**config.mk**
```make
export PLATFORM = sky130hd
export DESIGN_NAME = bresenham_line_pixel_generator_core
export DESIGN_NICKNAME = d
export VERILOG_FILES = /design/src/rtl/blpg_pkg.sv /design/src/rtl/blpg_ctrl.sv /design/src/rtl/blpg_dp.sv /design/src/rtl/bresenham_line_pixel_generator_core.sv
export SDC_FILE = /design/constraint.sdc
export NUM_CORES = 1
export LEC_CHECK = 0
export BUFFER_PORTS_ARGS = -buffer_cell sky130_fd_sc_hd__buf_2
export CAP_MARGIN = 20
export CORE_MARGIN = 2
export CORE_UTILIZATION = 45
export CTS_CLUSTER_DIAMETER = 30
export CTS_CLUSTER_SIZE = 30
export DETAILED_ROUTE_END_ITERATION = 16
export GPL_TIMING_DRIVEN = 0
export MAX_ROUTING_LAYER = met4
export SLEW_MARGIN = 20
export SYNTH_ARGS = -nofsm -noshare
export SYNTH_HDL_FRONTEND = slang
export SYNTH_HIERARCHICAL = 1
export SYNTH_SLANG_ARGS = --single-unit
```
**constraint.sdc**
```tcl
create_clock -name clk -period 11.45 [get_ports clk]
set_clock_uncertainty 0.1 [all_clocks]
set_input_delay 2.29 -clock clk [delete_from_list [all_inputs] [get_ports clk]]
set_output_delay 2.29 -clock clk [all_outputs]
set_load 0.01 [all_outputs]
```
**src/rtl/blpg_pkg.sv**
```systemverilog
package blpg_pkg;

  localparam int MAX_DIM   = 64;
  localparam int CNT_W     = $clog2(MAX_DIM);
  localparam int COORD_W   = 6;
  localparam int DIM_W     = 7;
  localparam int ERR_W     = 8;
  localparam int ADDR_W    = 12;
  localparam int COLOR_W   = 32;
  localparam int CFG_IDX_W = 1;
  localparam int CFG_DATA_W = DIM_W;

  localparam logic [CFG_IDX_W-1:0] REG_FRAME_WIDTH  = 1'b0;
  localparam logic [CFG_IDX_W-1:0] REG_FRAME_HEIGHT = 1'b1;

  localparam logic [DIM_W-1:0] FRAME_WIDTH_RST  = 7'd64;
  localparam logic [DIM_W-1:0] FRAME_HEIGHT_RST = 7'd64;

  typedef struct packed {
    logic [COORD_W-1:0] start_x;
    logic [COORD_W-1:0] start_y;
    logic [COORD_W-1:0] end_x;
    logic [COORD_W-1:0] end_y;
    logic [COLOR_W-1:0] line_color;
  } in_req_t;

  typedef struct packed {
    logic [COORD_W-1:0] pixel_x;
    logic [COORD_W-1:0] pixel_y;
    logic [ADDR_W-1:0]  pixel_address;
    logic [COLOR_W-1:0] pixel_color;
    logic               write_enable;
    logic               last_pixel;
  } out_pix_t;

  typedef struct packed {
    logic load;
    logic emit;
  } blpg_cmd_t;

  typedef struct packed {
    logic slot_free;
    logic at_end;
  } blpg_sts_t;

endpackage

```
**src/rtl/blpg_ctrl.sv**
```systemverilog
module blpg_ctrl (
  input  logic                clk,
  input  logic                rst_n,
  input  logic                in_valid,
  output logic                in_stall,
  input  blpg_pkg::blpg_sts_t sts,
  output blpg_pkg::blpg_cmd_t cmd
);
  import blpg_pkg::*;

  typedef enum logic {IDLE, WALK} state_t;

  state_t state_r;
  state_t state_nxt;

  always_comb begin
    in_stall  = (state_r != IDLE);
    cmd.load  = (state_r == IDLE) && in_valid;
    cmd.emit  = (state_r == WALK) && sts.slot_free;
    state_nxt = state_r;
    unique case (state_r)
      IDLE: begin
        if (in_valid) state_nxt = WALK;
      end
      WALK: begin
        if (sts.slot_free && sts.at_end) state_nxt = IDLE;
      end
      default: state_nxt = IDLE;
    endcase
  end

  always_ff @(posedge clk) begin
    if (!rst_n) begin
      state_r <= IDLE;
    end else begin
      state_r <= state_nxt;
    end
  end

endmodule

```
**src/rtl/blpg_dp.sv**
```systemverilog
module blpg_dp (
  input  logic                                  clk,
  input  logic                                  rst_n,
  input  logic                                  cfg_we,
  input  logic [blpg_pkg::CFG_IDX_W-1:0]        cfg_index,
  input  logic [blpg_pkg::CFG_DATA_W-1:0]       cfg_data,
  input  blpg_pkg::in_req_t                     in_req,
  input  blpg_pkg::blpg_cmd_t                   cmd,
  output blpg_pkg::blpg_sts_t                   sts,
  output logic                                  out_valid,
  input  logic                                  out_stall,
  output blpg_pkg::out_pix_t                    out_pix
);
  import blpg_pkg::*;

  logic [DIM_W-1:0]          fw_r, fh_r;
  logic [COORD_W-1:0]        cur_x_r, cur_y_r, end_x_r, end_y_r;
  logic signed [ERR_W-1:0]   err_r;
  logic [DIM_W-1:0]          dx_r, ndy_r;
  logic                      sxn_r, syn_r;
  logic [COLOR_W-1:0]        color_r;
  logic [CNT_W-1:0]          cnt_r;
  out_pix_t                  out_r;
  logic                      out_valid_r;

  logic [DIM_W-1:0]          ld_dx, ld_ady, ld_ndy;
  logic signed [ERR_W-1:0]   ld_err;
  logic signed [ERR_W:0]     e2, dy9, dx9;
  logic                      step_x, step_y;
  logic signed [ERR_W-1:0]   err_nxt;
  logic [COORD_W-1:0]        x_nxt, y_nxt;
  logic [2*COORD_W:0]        addr_full;
  out_pix_t                  pix;

  always_comb begin
    ld_dx  = (in_req.end_x > in_req.start_x)
             ? DIM_W'(in_req.end_x - in_req.start_x)
             : DIM_W'(in_req.start_x - in_req.end_x);
    ld_ady = (in_req.end_y > in_req.start_y)
             ? DIM_W'(in_req.end_y - in_req.start_y)
             : DIM_W'(in_req.start_y - in_req.end_y);
    ld_ndy = DIM_W'(-ld_ady);
    ld_err = ERR_W'({1'b0, ld_dx}) + ERR_W'({ld_ndy[DIM_W-1], ld_ndy});

    e2     = {err_r, 1'b0};
    dy9    = {{2{ndy_r[DIM_W-1]}}, ndy_r};
    dx9    = {2'b00, dx_r};
    step_x = (e2 >= dy9);
    step_y = (e2 <= dx9);
    err_nxt = err_r
            + (step_x ? ERR_W'({ndy_r[DIM_W-1], ndy_r}) : ERR_W'(0))
            + (step_y ? ERR_W'({1'b0, dx_r}) : ERR_W'(0));
    x_nxt  = step_x ? (sxn_r ? cur_x_r - 1'b1 : cur_x_r + 1'b1) : cur_x_r;
    y_nxt  = step_y ? (syn_r ? cur_y_r - 1'b1 : cur_y_r + 1'b1) : cur_y_r;

    sts.at_end    = ((cur_x_r == end_x_r) && (cur_y_r == end_y_r))
                  || (cnt_r == CNT_W'(MAX_DIM - 1));
    sts.slot_free = !out_valid_r || !out_stall;

    addr_full = (2*COORD_W+1)'(cur_y_r) * (2*COORD_W+1)'(fw_r)
              + (2*COORD_W+1)'(cur_x_r);
    pix.pixel_x       = cur_x_r;
    pix.pixel_y       = cur_y_r;
    pix.pixel_address = addr_full[ADDR_W-1:0];
    pix.pixel_color   = color_r;
    pix.write_enable  = ({1'b0, cur_x_r} < fw_r) && ({1'b0, cur_y_r} < fh_r);
    pix.last_pixel    = sts.at_end;
  end

  always_ff @(posedge clk) begin
    if (!rst_n) begin
      fw_r        <= FRAME_WIDTH_RST;
      fh_r        <= FRAME_HEIGHT_RST;
      out_valid_r <= 1'b0;
    end else begin
      if (cfg_we) begin
        unique case (cfg_index)
          REG_FRAME_WIDTH:  fw_r <= cfg_data;
          REG_FRAME_HEIGHT: fh_r <= cfg_data;
          default: ;
        endcase
      end
      if (cmd.emit) begin
        out_valid_r <= 1'b1;
      end else if (!out_stall) begin
        out_valid_r <= 1'b0;
      end
    end
  end

  always_ff @(posedge clk) begin
    if (cmd.load) begin
      cur_x_r <= in_req.start_x;
      cur_y_r <= in_req.start_y;
      end_x_r <= in_req.end_x;
      end_y_r <= in_req.end_y;
      dx_r    <= ld_dx;
      ndy_r   <= ld_ndy;
      sxn_r   <= !(in_req.start_x < in_req.end_x);
      syn_r   <= !(in_req.start_y < in_req.end_y);
      err_r   <= ld_err;
      color_r <= in_req.line_color;
      cnt_r   <= '0;
    end else if (cmd.emit) begin
      cur_x_r <= x_nxt;
      cur_y_r <= y_nxt;
      err_r   <= err_nxt;
      cnt_r   <= cnt_r + 1'b1;
    end
    if (cmd.emit) begin
      out_r <= pix;
    end
  end

  assign out_valid = out_valid_r;
  assign out_pix   = out_r;

endmodule

```
**src/rtl/bresenham_line_pixel_generator_core.sv**
```systemverilog
// Bresenham line pixel generator.
// Request channel: in_valid / in_stall carry one line request (start and end
// point, 32-bit color). A request is taken when in_valid is high and in_stall
// low; in_stall stays high while a line is being walked.
// Result channel: out_valid / out_stall carry one pixel per transfer, start
// to end point inclusive, the end point flagged with last_pixel. Each pixel
// has its frame address y*frame_width+x and a write enable for in-frame
// pixels.
// Walk: a taken request is loaded into the walk registers, then each pixel
// is registered in the output register, one pixel per cycle unless the
// receiver stalls; a line has up to 64 pixels. The walk is a single-step error
// update loop in the datapath, one pixel per iteration.
// A stalled receiver freezes the walk; the pending pixel holds in the output
// register. The next request is taken while the last pixel still waits.
// cfg_we / cfg_index / cfg_data write frame_width (index 0) and frame_height
// (index 1); write only while idle. Reset (rst_n low, synchronous) returns to
// idle, drops out_valid and sets both frame sizes to 64.
module bresenham_line_pixel_generator_core (
  input  logic                             clk,
  input  logic                             rst_n,
  input  logic                             cfg_we,
  input  logic [blpg_pkg::CFG_IDX_W-1:0]   cfg_index,
  input  logic [blpg_pkg::CFG_DATA_W-1:0]  cfg_data,
  input  logic                             in_valid,
  output logic                             in_stall,
  input  blpg_pkg::in_req_t                in_req,
  output logic                             out_valid,
  input  logic                             out_stall,
  output blpg_pkg::out_pix_t               out_pix
);
  import blpg_pkg::*;

  blpg_cmd_t cmd;
  blpg_sts_t sts;

  blpg_ctrl u_ctrl (
    .clk      (clk),
    .rst_n    (rst_n),
    .in_valid (in_valid),
    .in_stall (in_stall),
    .sts      (sts),
    .cmd      (cmd)
  );

  blpg_dp u_dp (
    .clk       (clk),
    .rst_n     (rst_n),
    .cfg_we    (cfg_we),
    .cfg_index (cfg_index),
    .cfg_data  (cfg_data),
    .in_req    (in_req),
    .cmd       (cmd),
    .sts       (sts),
    .out_valid (out_valid),
    .out_stall (out_stall),
    .out_pix   (out_pix)
  );

endmodule

```
==> summary.txt, run 1 <==
CTS
  • H-tree depth: 4
  • CTS tree: done
  • # Post-CTS Setup Buffers: 0
  • Clock Sinks: 160
  • Clk root buf: clkbuf_16
  • Resized cells post-CTS: 0
  • Hold buffer count at cts: 0
  • Clk slew on worst S/H paths: 0.07 ns
  • TritonCTS Buffers: 17
  • Clk Latency, worst-skew pair: 0.44 ns
  • Max Buffers Root-to-Sink: 2

Layout
  • Most frequent cells in the layout: edfxtp_1, buf_2, inv_1, ha_1, nand2_1
  • Area Overhead vs Synth: 16.69%
  • Commonest non-fill, non-tap cell in the layout: edfxtp_1
  • Sequential Area: 4584 sq um
  • Fin util: 53.38%
  • Layout net count: 1171
  • Fin area: 11220 sq um
  • Footprint of the multi-input gates: 4534 sq um
  • Share of layout cells above drive strength 1: 18.55%
  • ANT cells: 0
  • Layout fillers: 1825

Setup path
  • FF-to-FF Start: u_dp/cur_y_r[0]$_DFFE_PP_
  • CP bufs+invs: 2
  • CP Max Fanout: 8
  • Slowest cell on the critical path: a21oi_1
  • Startpoint type of the worst setup path: primary input
  • CP delay by family, top: compound AO/OA/AOI/OAI gates
  • Crit. End Element: flop
  • Cells on worst reg2reg path: 18
  • Kind of critical path: primary input to flop
  • Reg-to-Reg End: u_dp/out_pix[45]$_DFFE_PP_
  • Slowest stage delay, CP: 0.66 ns
  • CP required: 11.54 ns
  • Worst R2R Setup Slack: 6.61 ns
  • Critical Path AT: 5.92 ns
  • Worst path cell trace: buf_2, inv_1, ha_1, nor2b_1, o21ai_0, a21oi_1, o21ai_0, a21oi_1, mux2_2, ha_1, a21o_1, a21o_1, a21o_1, a21oi_1, o21ai_0, xnor2_1, mux2i_1

Pwr
  • Sw Pwr: 0.8519 mW
  • Sequential share of power: 36.1%
  • Cell Pwr Density: 209.0 nW/um^2
  • Clk pwr share: 24.4%
  • Sw frac: 36.32%
  • Leakage: 4.939 nW
  • Total Power: 2.346 mW
  • Int Pwr: 1.494 mW
  • Logic gate share of total power: 39.5%
  • Peak supply drop: 0.08936 mV

Die
  • Die Y: 150.2 microns
  • Core box area: 21020 sq um
  • Ports: 129
  • Site row count: 53
  • Initial Utilization: 45.75%
  • Die W: 150.2 microns
  • Area of the die: 22560 sq um

GRT
  • Antenna violations before repair: 0
  • GR Util All Layers: 19.14%
  • Largest net degree at the start of global routing: 61
  • First-pass GRT wire length: 31890 microns
  • GRT overflow: 0
  • Number of global-route vias before repair: 6310

STA
  • Fin crit share: 50.93%
  • Worst Tran Pin Value: 0.8376 ns
  • Unrepaired setup endpoints after global routing: no
  • Post-route setup TNS: 0 ns
  • Achievable Freq: 0.1715 GHz
  • Slew Viols, Final: 0
  • Final Hold Vio Count: 0
  • Rel. slew slack: 44.16%
  • Clock period minus worst slack: 5.832 ns
  • WHS: 0.3208 ns
  • Final setup fails: 0

Synthesis
  • Syn. warnings: 6
  • Register area share after synthesis: 47.67%
  • Register bit total from synthesis: 160
  • Asr flop ratio synth: 0%
  • Yosys cell types: 56
  • Most used flip-flop cell after synthesis: edfxtp_1
  • Post-Syn Area: 9617 sq um
  • Syn_area_per_cell: 11.77 sq um
  • Post-Syn Instances: 817
  • Number of flops mapped to enable cells by yosys: 138
  • Synth Net Count: 1025

Routing
  • Routed wl met3: 1020 microns
  • Iter 0 DRT Violations: 269
  • Final wirelength: 19960 microns
  • Post-route ant nets: 0
  • Met2 Routed Length: 9334 microns
  • Via count: 6234
  • DR top layer: met4
  • Pre-Repair DR Iteration Count: 5
  • Via density: 4.983
  • WL met1: 9381 microns
  • Wirelength per Cell: 15.96 microns
  • Drt drc: 0

Outcome
  • Status: finished clean

Min path
  • HP Start: u_dp/color_r[30]$_DFFE_PP_
  • Hold crit path type: flop to flop
  • WHS Endpoint: u_dp/out_pix[32]$_DFFE_PP_
  • Hold path depth: 0

Flow run
  • MaxCap Viol Count: 0

Place
  • # port buffers: 126
  • Gpl congestion: 0.8858
  • Placed cell area: 10610 sq um
  • Hpwl dp: 15180 microns
[worst max path at each step]
| stage | startpoint | endpoint | slack [ns] | cells past startpoint |
|---|---|---|---|---|
| after floorplan | in_req[36] | u_dp/err_r[7]$_DFFE_PP_ | 5.76 | 16 |
| after global placement | in_req[36] | u_dp/err_r[6]$_DFFE_PP_ | 5.18 | 19 |
| after detailed placement | in_req[39] | u_dp/err_r[7]$_DFFE_PP_ | 5.16 | 17 |
| after CTS | in_req[36] | u_dp/err_r[6]$_DFFE_PP_ | 5.60 | 19 |
| after global routing | in_req[39] | u_dp/err_r[6]$_DFFE_PP_ | 5.22 | 19 |
| final | in_req[39] | u_dp/err_r[7]$_DFFE_PP_ | 5.62 | 17 |
[cells by family (layout without fill, tap and decap cells)]
group,after synthesis,in the layout,share of synthesized area [%]
fa+ha+maj,139,139,21.05
mux,19,19,2.069
flops,160,160,47.67
compound gates,140,140,9.420
simple gates,173,173,8.951
xor+xnor,62,62,5.647
buf+inv,124,283,5.191
[synthesized netlist by cell type (4+ instances only)]
cell        n  area [sq um]
xnor2_1    36         315.3
inv_1     111         416.7
nor4_1      4         25.02
edfxtp_1  138          4144
o21ai_0    28         140.1
dfxtp_1    22         440.4
mux2_2      4         45.04
a21boi_0   13         97.59
ha_1      101          1264
and2_1     19         118.9
a21o_1     22         165.2
nor2b_1     8         50.05
nor2_1     37         138.9
mux2i_1    14         140.1
buf_6       4         45.04
xor2_1     26         227.7
nand3_1    13         65.06
clkbuf_1    8         30.03
a21oi_1    43         215.2
fa_1       38         760.7
o21bai_1   12         90.09
nand2b_1    8         50.05
nand2_1    64         240.2
[flip-flops by register name (all words and copies together) (netlist names)]
| signal | flops |
|---|---|
| u_ctrl/in_stall | 1 |
| u_dp/cnt_r | 6 |
| u_dp/color_r | 32 |
| u_dp/cur_x_r | 6 |
| u_dp/cur_y_r | 6 |
| u_dp/dx_r | 7 |
| u_dp/end_x_r | 6 |
| u_dp/end_y_r | 6 |
| u_dp/err_r | 8 |
| u_dp/fh_r | 7 |
| u_dp/fw_r | 7 |
| u_dp/ndy_r | 7 |
| u_dp/out_pix | 58 |
| u_dp/out_valid | 1 |
| u_dp/sxn_r | 1 |
| u_dp/syn_r | 1 |
[worst reg2reg max path, stage by stage, from the launching register on]
cell      delay, ns
edfxtp_1       0.59
inv_1          0.33
nor2_1         0.10
fa_1           0.50
inv_1          0.05
fa_1           0.48
inv_1          0.06
fa_1           0.52
inv_1          0.05
fa_1           0.49
inv_1          0.04
ha_1           0.32
inv_1          0.06
o21bai_1       0.07
a21oi_1        0.22
o21bai_1       0.09
a21oi_1        0.22
o21ai_0        0.15
xnor2_1        0.14
[power by group through the flow]
stage	sequential (mW)	combinational (mW)	clock (mW)
after global routing	0.859	1.07	0.609
after floorplan	0.844	0.708	0
after CTS	0.848	0.937	0.588
after global placement	0.860	0.906	0
after detailed placement	0.861	0.926	0
final	0.847	0.926	0.573
[area by class of cell]
| class | count | area share (%) |
|---|---|---|
| multi-input cells | 533 | 40.41 |
| clock buffers | 17 | 3.791 |
| plain buffers | 13 | 0.7359 |
| well taps | 275 | 3.066 |
| inverters | 111 | 3.713 |
| flip-flops and latches | 160 | 40.85 |
| clock inverters | 15 | 1.639 |
| repair buffers | 127 | 5.798 |
[layer usage]
layer / vias to the layer above / global-route usage, %
met5: - / -
met4: 0 / 5.283
met2: 142 / 30.43
li1: 3118 / -
met3: 19 / 4.758
met1: 2955 / 24.55
[stage by stage]
stage / cells / worst slack [ns]
after global routing: 1251 / 5.221
final: 1251 / 5.618
after floorplan: 817 / 5.757
after detailed placement: 1219 / 5.155
after CTS: 1251 / 5.602
after global placement: 1218 / 5.180
(Power assumes the default switching activity.)
==> run 2, diff against run 1 <==
--- a/config.mk
+++ b/config.mk
@@ -5,6 +5,7 @@
 export SDC_FILE = /design/constraint.sdc
 export NUM_CORES = 1
 export LEC_CHECK = 0
+export ABC_AREA = 1
 export BUFFER_PORTS_ARGS = -buffer_cell sky130_fd_sc_hd__buf_2
 export CAP_MARGIN = 20
 export CORE_MARGIN = 2
==> constraint.sdc (replaced) <==
create_clock -name clk -period 5.9 [get_ports clk]
set_clock_uncertainty 0.1 [all_clocks]
set_input_delay 1.18 -clock clk [delete_from_list [all_inputs] [get_ports clk]]
set_output_delay 1.18 -clock clk [all_outputs]
set_load 0.01 [all_outputs]
==> summary.txt, run 2 <==
Outcome
  • Status: finished clean

Setup path
  • Startpoint type of the worst setup path: flop
  • CP Max Fanout: 9 (+1)
  • Kind of critical path: flop to flop
  • Critical Path AT: 4.91 ns (-1.01 ns)
  • CP required: 5.95 ns (-5.59 ns)
  • Critical Path Start: u_dp/cur_y_r[5]$_DFFE_PP_
  • Cells on worst reg2reg path: 15 (-3)
  • Worst R2R Setup Slack: 1.04 ns (-5.57 ns)
  • Reg-to-Reg End: u_dp/out_pix[44]$_DFFE_PP_
  • Crit. End Element: flop
  • FF-to-FF Start: u_dp/cur_y_r[5]$_DFFE_PP_

STA
  • Clock period minus worst slack: 4.857 ns
  • Post-route setup TNS: 0 ns (unchanged)
  • Slew Viols, Final: 0 (unchanged)
  • Final setup fails: 0 (unchanged)
  • Worst Tran Pin Value: 0.7734 ns (-0.06426 ns)
  • Achievable Freq: 0.2059 GHz
  • Unrepaired setup endpoints after global routing: no
  • Setup ws final: 1.043 ns (-4.576 ns)
  • Rel. slew slack: 48.32% (+4.2 points)
  • Fin crit share: 82.33%
  • Final Hold Vio Count: 0 (unchanged)

Synthesis
  • Share of the synthesized area in the top cell type: 41.30% (-1.8 points)
  • Register area share after synthesis: 45.69% (-2.0 points)
  • Syn_area_per_cell: 9.964 sq um (-15%)
  • Number of flops mapped to enable cells by yosys: 138 (unchanged)
  • Syn. warnings: 6 (unchanged)
  • Most used flip-flop cell after synthesis: edfxtp_1
  • Synth Net Count: 1215 (+19%)
  • Yosys cell types: 48 (-14%)
  • Most common cell in the netlist: inv_1
  • Most area-consuming cells after synthesis: edfxtp_1, ha_1, fa_1
  • Post-Syn Instances: 1007 (+23%)
  • Register bit total from synthesis: 160 (unchanged)
  • Yosys top cell by area: edfxtp_1
  • Asr flop ratio synth: 0% (unchanged)
  • Post-Syn Area: 10030 sq um (+4.3%)
  • Synth cell count leaders: inv_1, nand2_1, edfxtp_1

GRT
  • Antenna violations before repair: 4 (+4)
  • GR Util All Layers: 19.48% (+0.33 points)
  • Number of global-route vias before repair: 7154 (+13%)
  • Largest net degree at the start of global routing: 51 (-16%)
  • GRT overflow: 0 (unchanged)
  • First-pass GRT wire length: 35510 microns (+11%)

Min path
  • WHS Endpoint: u_dp/out_pix[33]$_DFFE_PP_
  • HP Start: u_dp/color_r[31]$_DFFE_PP_
  • Hold path depth: 0 (unchanged)
  • Hold crit path type: flop to flop

CTS
  • TritonCTS Buffers: 17 (unchanged)
  • Hold buffer count at cts: 0 (unchanged)
  • # Post-CTS Setup Buffers: 0 (unchanged)
  • Clock Sinks: 160 (unchanged)
  • Resized cells post-CTS: 0 (unchanged)
  • Clk Latency, worst-skew pair: 0.43 ns (about the same)
  • Clk root buf: clkbuf_16
  • Clk slew on worst S/H paths: 0.07 ns (about the same)
  • H-tree depth: 4 (unchanged)
  • CTS tree: done
  • Max Buffers Root-to-Sink: 2 (unchanged)

Routing
  • Pre-Repair DR Iteration Count: 5 (unchanged)
  • Final wirelength: 21500 microns (+7.7%)
  • Wirelength per Cell: 14.79 microns (-7.3%)
  • Via count: 7184 (+15%)
  • Iter 0 DRT Violations: 446 (+66%)
  • Via density: 4.941 (-0.85%)
  • Drt drc: 0 (unchanged)
  • Post-route ant nets: 0 (unchanged)

Pwr
  • Leakage: 5.622 nW (+14%)
  • Cell Pwr Density: 396.1 nW/um^2 (+90%)
  • Peak supply drop: 0.1967 mV (+120%)

Die
  • Initial Utilization: 45.98% (+0.23 points)
  • Die Y: 153.3 microns (+2.1%)
  • Ports: 129 (unchanged)
  • Area of the die: 23510 sq um (+4.2%)
  • Core box area: 21820 sq um (+3.8%)
  • Site row count: 54 (+1.9%)
  • Die W: 153.3 microns (+2.1%)

Place
  • Gpl congestion: 0.9194 (+3.8%)
  • Hpwl dp: 16790 microns (+11%)
  • # port buffers: 128 (+1.6%)
  • DP Worst Slack: 1.063 ns (-4.092 ns)

Flow run
  • MaxCap Viol Count: 0 (unchanged)

Layout
  • Layout net count: 1365 (+17%)
  • Area Overhead vs Synth: 17.03%
  • Max FFs per register: 58 (unchanged)
  • Commonest non-fill, non-tap cell in the layout: inv_1
  • Layout fillers: 2012 (+10%)
  • Most frequent cells in the layout: inv_1, nand2_1, edfxtp_1, buf_2, ha_1
  • Share of layout cells above drive strength 1: 17.44% (-1.1 points)
run 2: critical path: stages, from the launching register on:
cell      delay [ns]
edfxtp_1        0.37
clkbuf_1        0.48
nand2_1         0.18
fa_1            0.54
fa_1            0.55
inv_1           0.06
fa_1            0.54
inv_1           0.06
fa_1            0.49
inv_1           0.04
ha_1            0.36
nand2_1         0.10
nor2_1          0.11
a211oi_1        0.05
o311ai_0        0.44
xor2_1          0.11
run 2: cell families (layout without fill, tap and decap cells):
| group | after synthesis | in the layout | synth area share, % |
|---|---|---|---|
| and+or+nand+nor | 301 | 301 | 13.16 |
| buffers and inverters | 213 | 376 | 8.542 |
| DFF | 160 | 160 | 45.69 |
| AOI/OAI and AO/OA | 148 | 148 | 8.368 |
| adders and majority gates | 139 | 139 | 20.18 |
| xor gates and xnor gates | 43 | 43 | 3.754 |
| muxes | 3 | 3 | 0.3118 |
| other | 0 | 4 | 0 |
run 2: cell type report:
cell class	count	area, sq um	area share, %
inverter	192	725.7	6.180
multi-input combinational	634	4599	39.17
tap	280	350.3	2.983
clock buffer	17	425.4	3.623
buffer	21	133.9	1.140
sequential	160	4584	39.04
timing repair buffer	131	715.7	6.095
antenna	4	10.01	0.08524
clock inverter	15	197.7	1.684
run 2: stage by stage:
step	util [%]	area (sq um)	power, mW	instances	hold WS [ns]
floorplan	-	10030	3.066	1007	0.3003
global placement	50.52	11020	3.508	1415	0.3005
detailed placement	50.91	11110	3.561	1418	0.3045
CTS	53.76	11730	4.703	1450	0.3175
global route	53.81	11740	5.087	1454	0.3277
finish	53.81	11740	4.651	1454	0.3158
run 2: routing by layer:
metal / vias to the layer above / track usage [%] / wire [microns]
met4: 0 / 4.453 / 227
li1: 3624 / - / -
met3: 18 / 4.026 / 1298
met5: - / - / 0
met2: 192 / 30.51 / 9926
met1: 3350 / 26.24 / 10050
run 2: report_power, final:
group	switching, mW	total [mW]	internal [mW]
combinational	1.16	1.94	0.783
sequential	0.114	1.60	1.48
clock	0.538	1.12	0.577
total	1.81	4.65	2.84
run 2: how the worst max path moves through the flow:
stage / end / depth (start not counted) / slack (ns)
2_1_floorplan: u_dp/cur_x_r[0]$_DFFE_PP_ / 6 / 0.77
5_1_grt: u_dp/out_pix[44]$_DFFE_PP_ / 15 / 0.70
4_1_cts: u_dp/out_pix[44]$_DFFE_PP_ / 15 / 1.0
6_report: u_dp/out_pix[44]$_DFFE_PP_ / 15 / 1.04
3_5_place_dp: u_dp/out_pix[44]$_DFFE_PP_ / 15 / 1.06
3_3_place_gp: u_dp/cur_x_r[0]$_DFFE_PP_ / 7 / -1.36
==> run 3, diff against run 2 <==
--- a/config.mk
+++ b/config.mk
@@ -15,6 +15,7 @@
 export DETAILED_ROUTE_END_ITERATION = 16
 export GPL_TIMING_DRIVEN = 0
 export MAX_ROUTING_LAYER = met4
+export PLACE_DENSITY = 0.67
 export SLEW_MARGIN = 20
 export SYNTH_ARGS = -nofsm -noshare
 export SYNTH_HDL_FRONTEND = slang
==> constraint.sdc (replaced) <==
create_clock -name clk -period 3.9 [get_ports clk]
set_clock_uncertainty 0.1 [all_clocks]
set_input_delay 0.78 -clock clk [delete_from_list [all_inputs] [get_ports clk]]
set_output_delay 0.78 -clock clk [all_outputs]
set_load 0.01 [all_outputs]
==> summary.txt, run 3 (same netlist as run 2, synthesis figures left out) <==
Outcome
  • Status: complete, but fails checks
  • Failing checks: negative setup slack

GRT
  • First-pass GRT wire length: 36240 microns (+2.1%)
  • Antenna violations before repair: 3 (-1)
  • Number of global-route vias before repair: 7471 (+4.4%)
  • GR Util All Layers: 19.92% (+0.44 points)
  • GRT overflow: 0 (unchanged)
  • Largest net degree at the start of global routing: 51 (unchanged)

Place
  • Gpl congestion: 0.9065 (-1.4%)
  • Hpwl dp: 16770 microns (about the same)
  • DP Worst Slack: -0.4932 ns (-1.556 ns)
  • # port buffers: 128 (unchanged)

Layout
  • Area Overhead vs Synth: 23.46%
  • Commonest non-fill, non-tap cell in the layout: inv_1
  • Layout net count: 1395 (+2.2%)
  • Share of layout cells above drive strength 1: 24.75% (+7.3 points)
  • Layout fillers: 1870 (-7.1%)
  • Most frequent cells in the layout: inv_1, nand2_1, edfxtp_1, buf_2, ha_1
  • Max FFs per register: 58 (unchanged)

STA
  • Final setup fails: 5 (+5)
  • Unrepaired setup endpoints after global routing: yes
  • Final Hold Vio Count: 0 (unchanged)
  • WHS: 0.3189 ns (+0.003036 ns)
  • Fin crit share: 106.6% (+24 points)
  • Achievable Freq: 0.2406 GHz (+17%)
  • Setup ws final: -0.2570 ns (-1.299 ns)
  • Clock period minus worst slack: 4.157 ns (-0.7005 ns)
  • Slew Viols, Final: 0 (unchanged)
  • Rel. slew slack: 38.50% (-9.8 points)
  • Worst Tran Pin Value: 0.9129 ns (+0.1395 ns)

Pwr
  • Cell Pwr Density: 659.3 nW/um^2 (+66%)
  • Leakage: 5.847 nW (+4.0%)
  • Peak supply drop: 0.2863 mV (+46%)

CTS
  • TritonCTS Buffers: 17 (unchanged)
  • Clk root buf: clkbuf_16
  • H-tree depth: 4 (unchanged)
  • Clock Sinks: 160 (unchanged)
  • Clk Latency, worst-skew pair: 0.43 ns (about the same)
  • CTS tree: done
  • Hold buffer count at cts: 0 (unchanged)
  • Clk slew on worst S/H paths: 0.06 ns (about the same)
  • Max Buffers Root-to-Sink: 2 (unchanged)

Routing
  • Via density: 4.974 (+0.66%)
  • Post-route ant nets: 0 (unchanged)
  • Iter 0 DRT Violations: 420 (-5.8%)
  • Final wirelength: 22850 microns (+6.3%)
  • Via count: 7376 (+2.7%)
  • Wirelength per Cell: 15.41 microns (+4.2%)
  • Drt drc: 0 (unchanged)
  • Pre-Repair DR Iteration Count: 7 (+2)

Die
  • Initial Utilization: 45.98% (unchanged)
  • Die Y: 153.3 microns (unchanged)
  • Site row count: 54 (unchanged)
  • Ports: 129 (unchanged)
  • Die W: 153.3 microns (unchanged)
  • Area of the die: 23510 sq um (unchanged)
  • Core box area: 21820 sq um (unchanged)

Flow run
  • MaxCap Viol Count: 0 (unchanged)

Setup path
  • Kind of critical path: flop to flop
  • CP required: 3.97 ns (-1.98 ns)
  • CP Max Fanout: 5 (-4)
  • Critical Path AT: 4.23 ns (-0.68 ns)
  • Critical Path Start: u_dp/cur_y_r[0]$_DFFE_PP_
  • Crit. End Element: flop
  • Startpoint type of the worst setup path: flop
  • FF-to-FF Start: u_dp/cur_y_r[0]$_DFFE_PP_

Min path
  • HP Start: u_dp/color_r[0]$_DFFE_PP_
  • Hold crit path type: flop to flop
## run 3: layer usage
metal  part of all wire [%]  global-route usage, %  wire length, microns  vias up
met1                     44                  24.66                 10040     3454
met2                     49                  33.27                 11280      212
met5                      0                      -                     0        -
li1                       -                      -                     -     3683
met4                    1.4                  6.129                   315        0
met3                    5.3                  3.686                  1218       27
## run 3: report_power, final
part,switching [mW],internal [mW],leakage (nW)
combinational,2.20,1.78,4.05
clock,0.742,1.03,0.300
sequential,0.172,2.24,1.50
total,3.12,5.05,5.85
## run 3: metrics by stage
stage / area (sq um) / std cells / power [mW] / util [%] / TNS [ns]
6_report: 12390 / 1483 / 8.166 / 56.76 / -0.9388
5_1_grt: 12390 / 1483 / 8.780 / 56.76 / -1.999
4_1_cts: 12110 / 1468 / 7.666 / 55.50 / -1.067
3_5_place_dp: 11210 / 1418 / 5.532 / 51.36 / -2.901
3_3_place_gp: 11130 / 1415 / 5.433 / 50.99 / -35.92
2_1_floorplan: 10140 / 1007 / 4.779 / - / -0.1626
## run 3: path summary, 6_finish.rpt
check        cells after the start                         end  slack [ns]
max                             18  u_dp/out_pix[43]$_DFFE_PP_       -0.26
min                              0   u_dp/out_pix[2]$_DFFE_PP_        0.32
max reg2reg                     18  u_dp/out_pix[43]$_DFFE_PP_       -0.26
min reg2reg                      0   u_dp/out_pix[2]$_DFFE_PP_        0.32
## run 3: critical path, cell delays in order (launching register included)
cell	delay [ns]
edfxtp_1	0.43
buf_8	0.16
nand2_2	0.06
inv_2	0.04
fa_1	0.56
inv_2	0.04
fa_1	0.47
inv_1	0.05
fa_1	0.48
inv_2	0.04
fa_1	0.49
inv_2	0.05
ha_4	0.31
nand2_4	0.08
o21ai_4	0.16
a21oi_2	0.06
o21ai_1	0.14
a21oi_1	0.09
xnor2_1	0.13
## run 3: cell type report
| type | count | area [sq um] | area share [%] |
|---|---|---|---|
| timing repair buffer | 164 | 979.7 | 7.909 |
| clock inverter | 14 | 190.2 | 1.535 |
| clock buffer | 18 | 429.2 | 3.465 |
| tap | 280 | 350.3 | 2.828 |
| multi-input combinational | 634 | 4956 | 40.01 |
| inverter | 192 | 730.7 | 5.899 |
| sequential | 160 | 4586 | 37.02 |
| antenna | 3 | 7.507 | 0.06061 |
| buffer | 18 | 157.7 | 1.273 |
## run 3: repair_timing
action | in CTS | in global routing
endpoints found under the setup margin | 7 | 10
gates resized for setup | 33 | 44
pin swaps | 8 | 36
setup buffers | 19 | 14
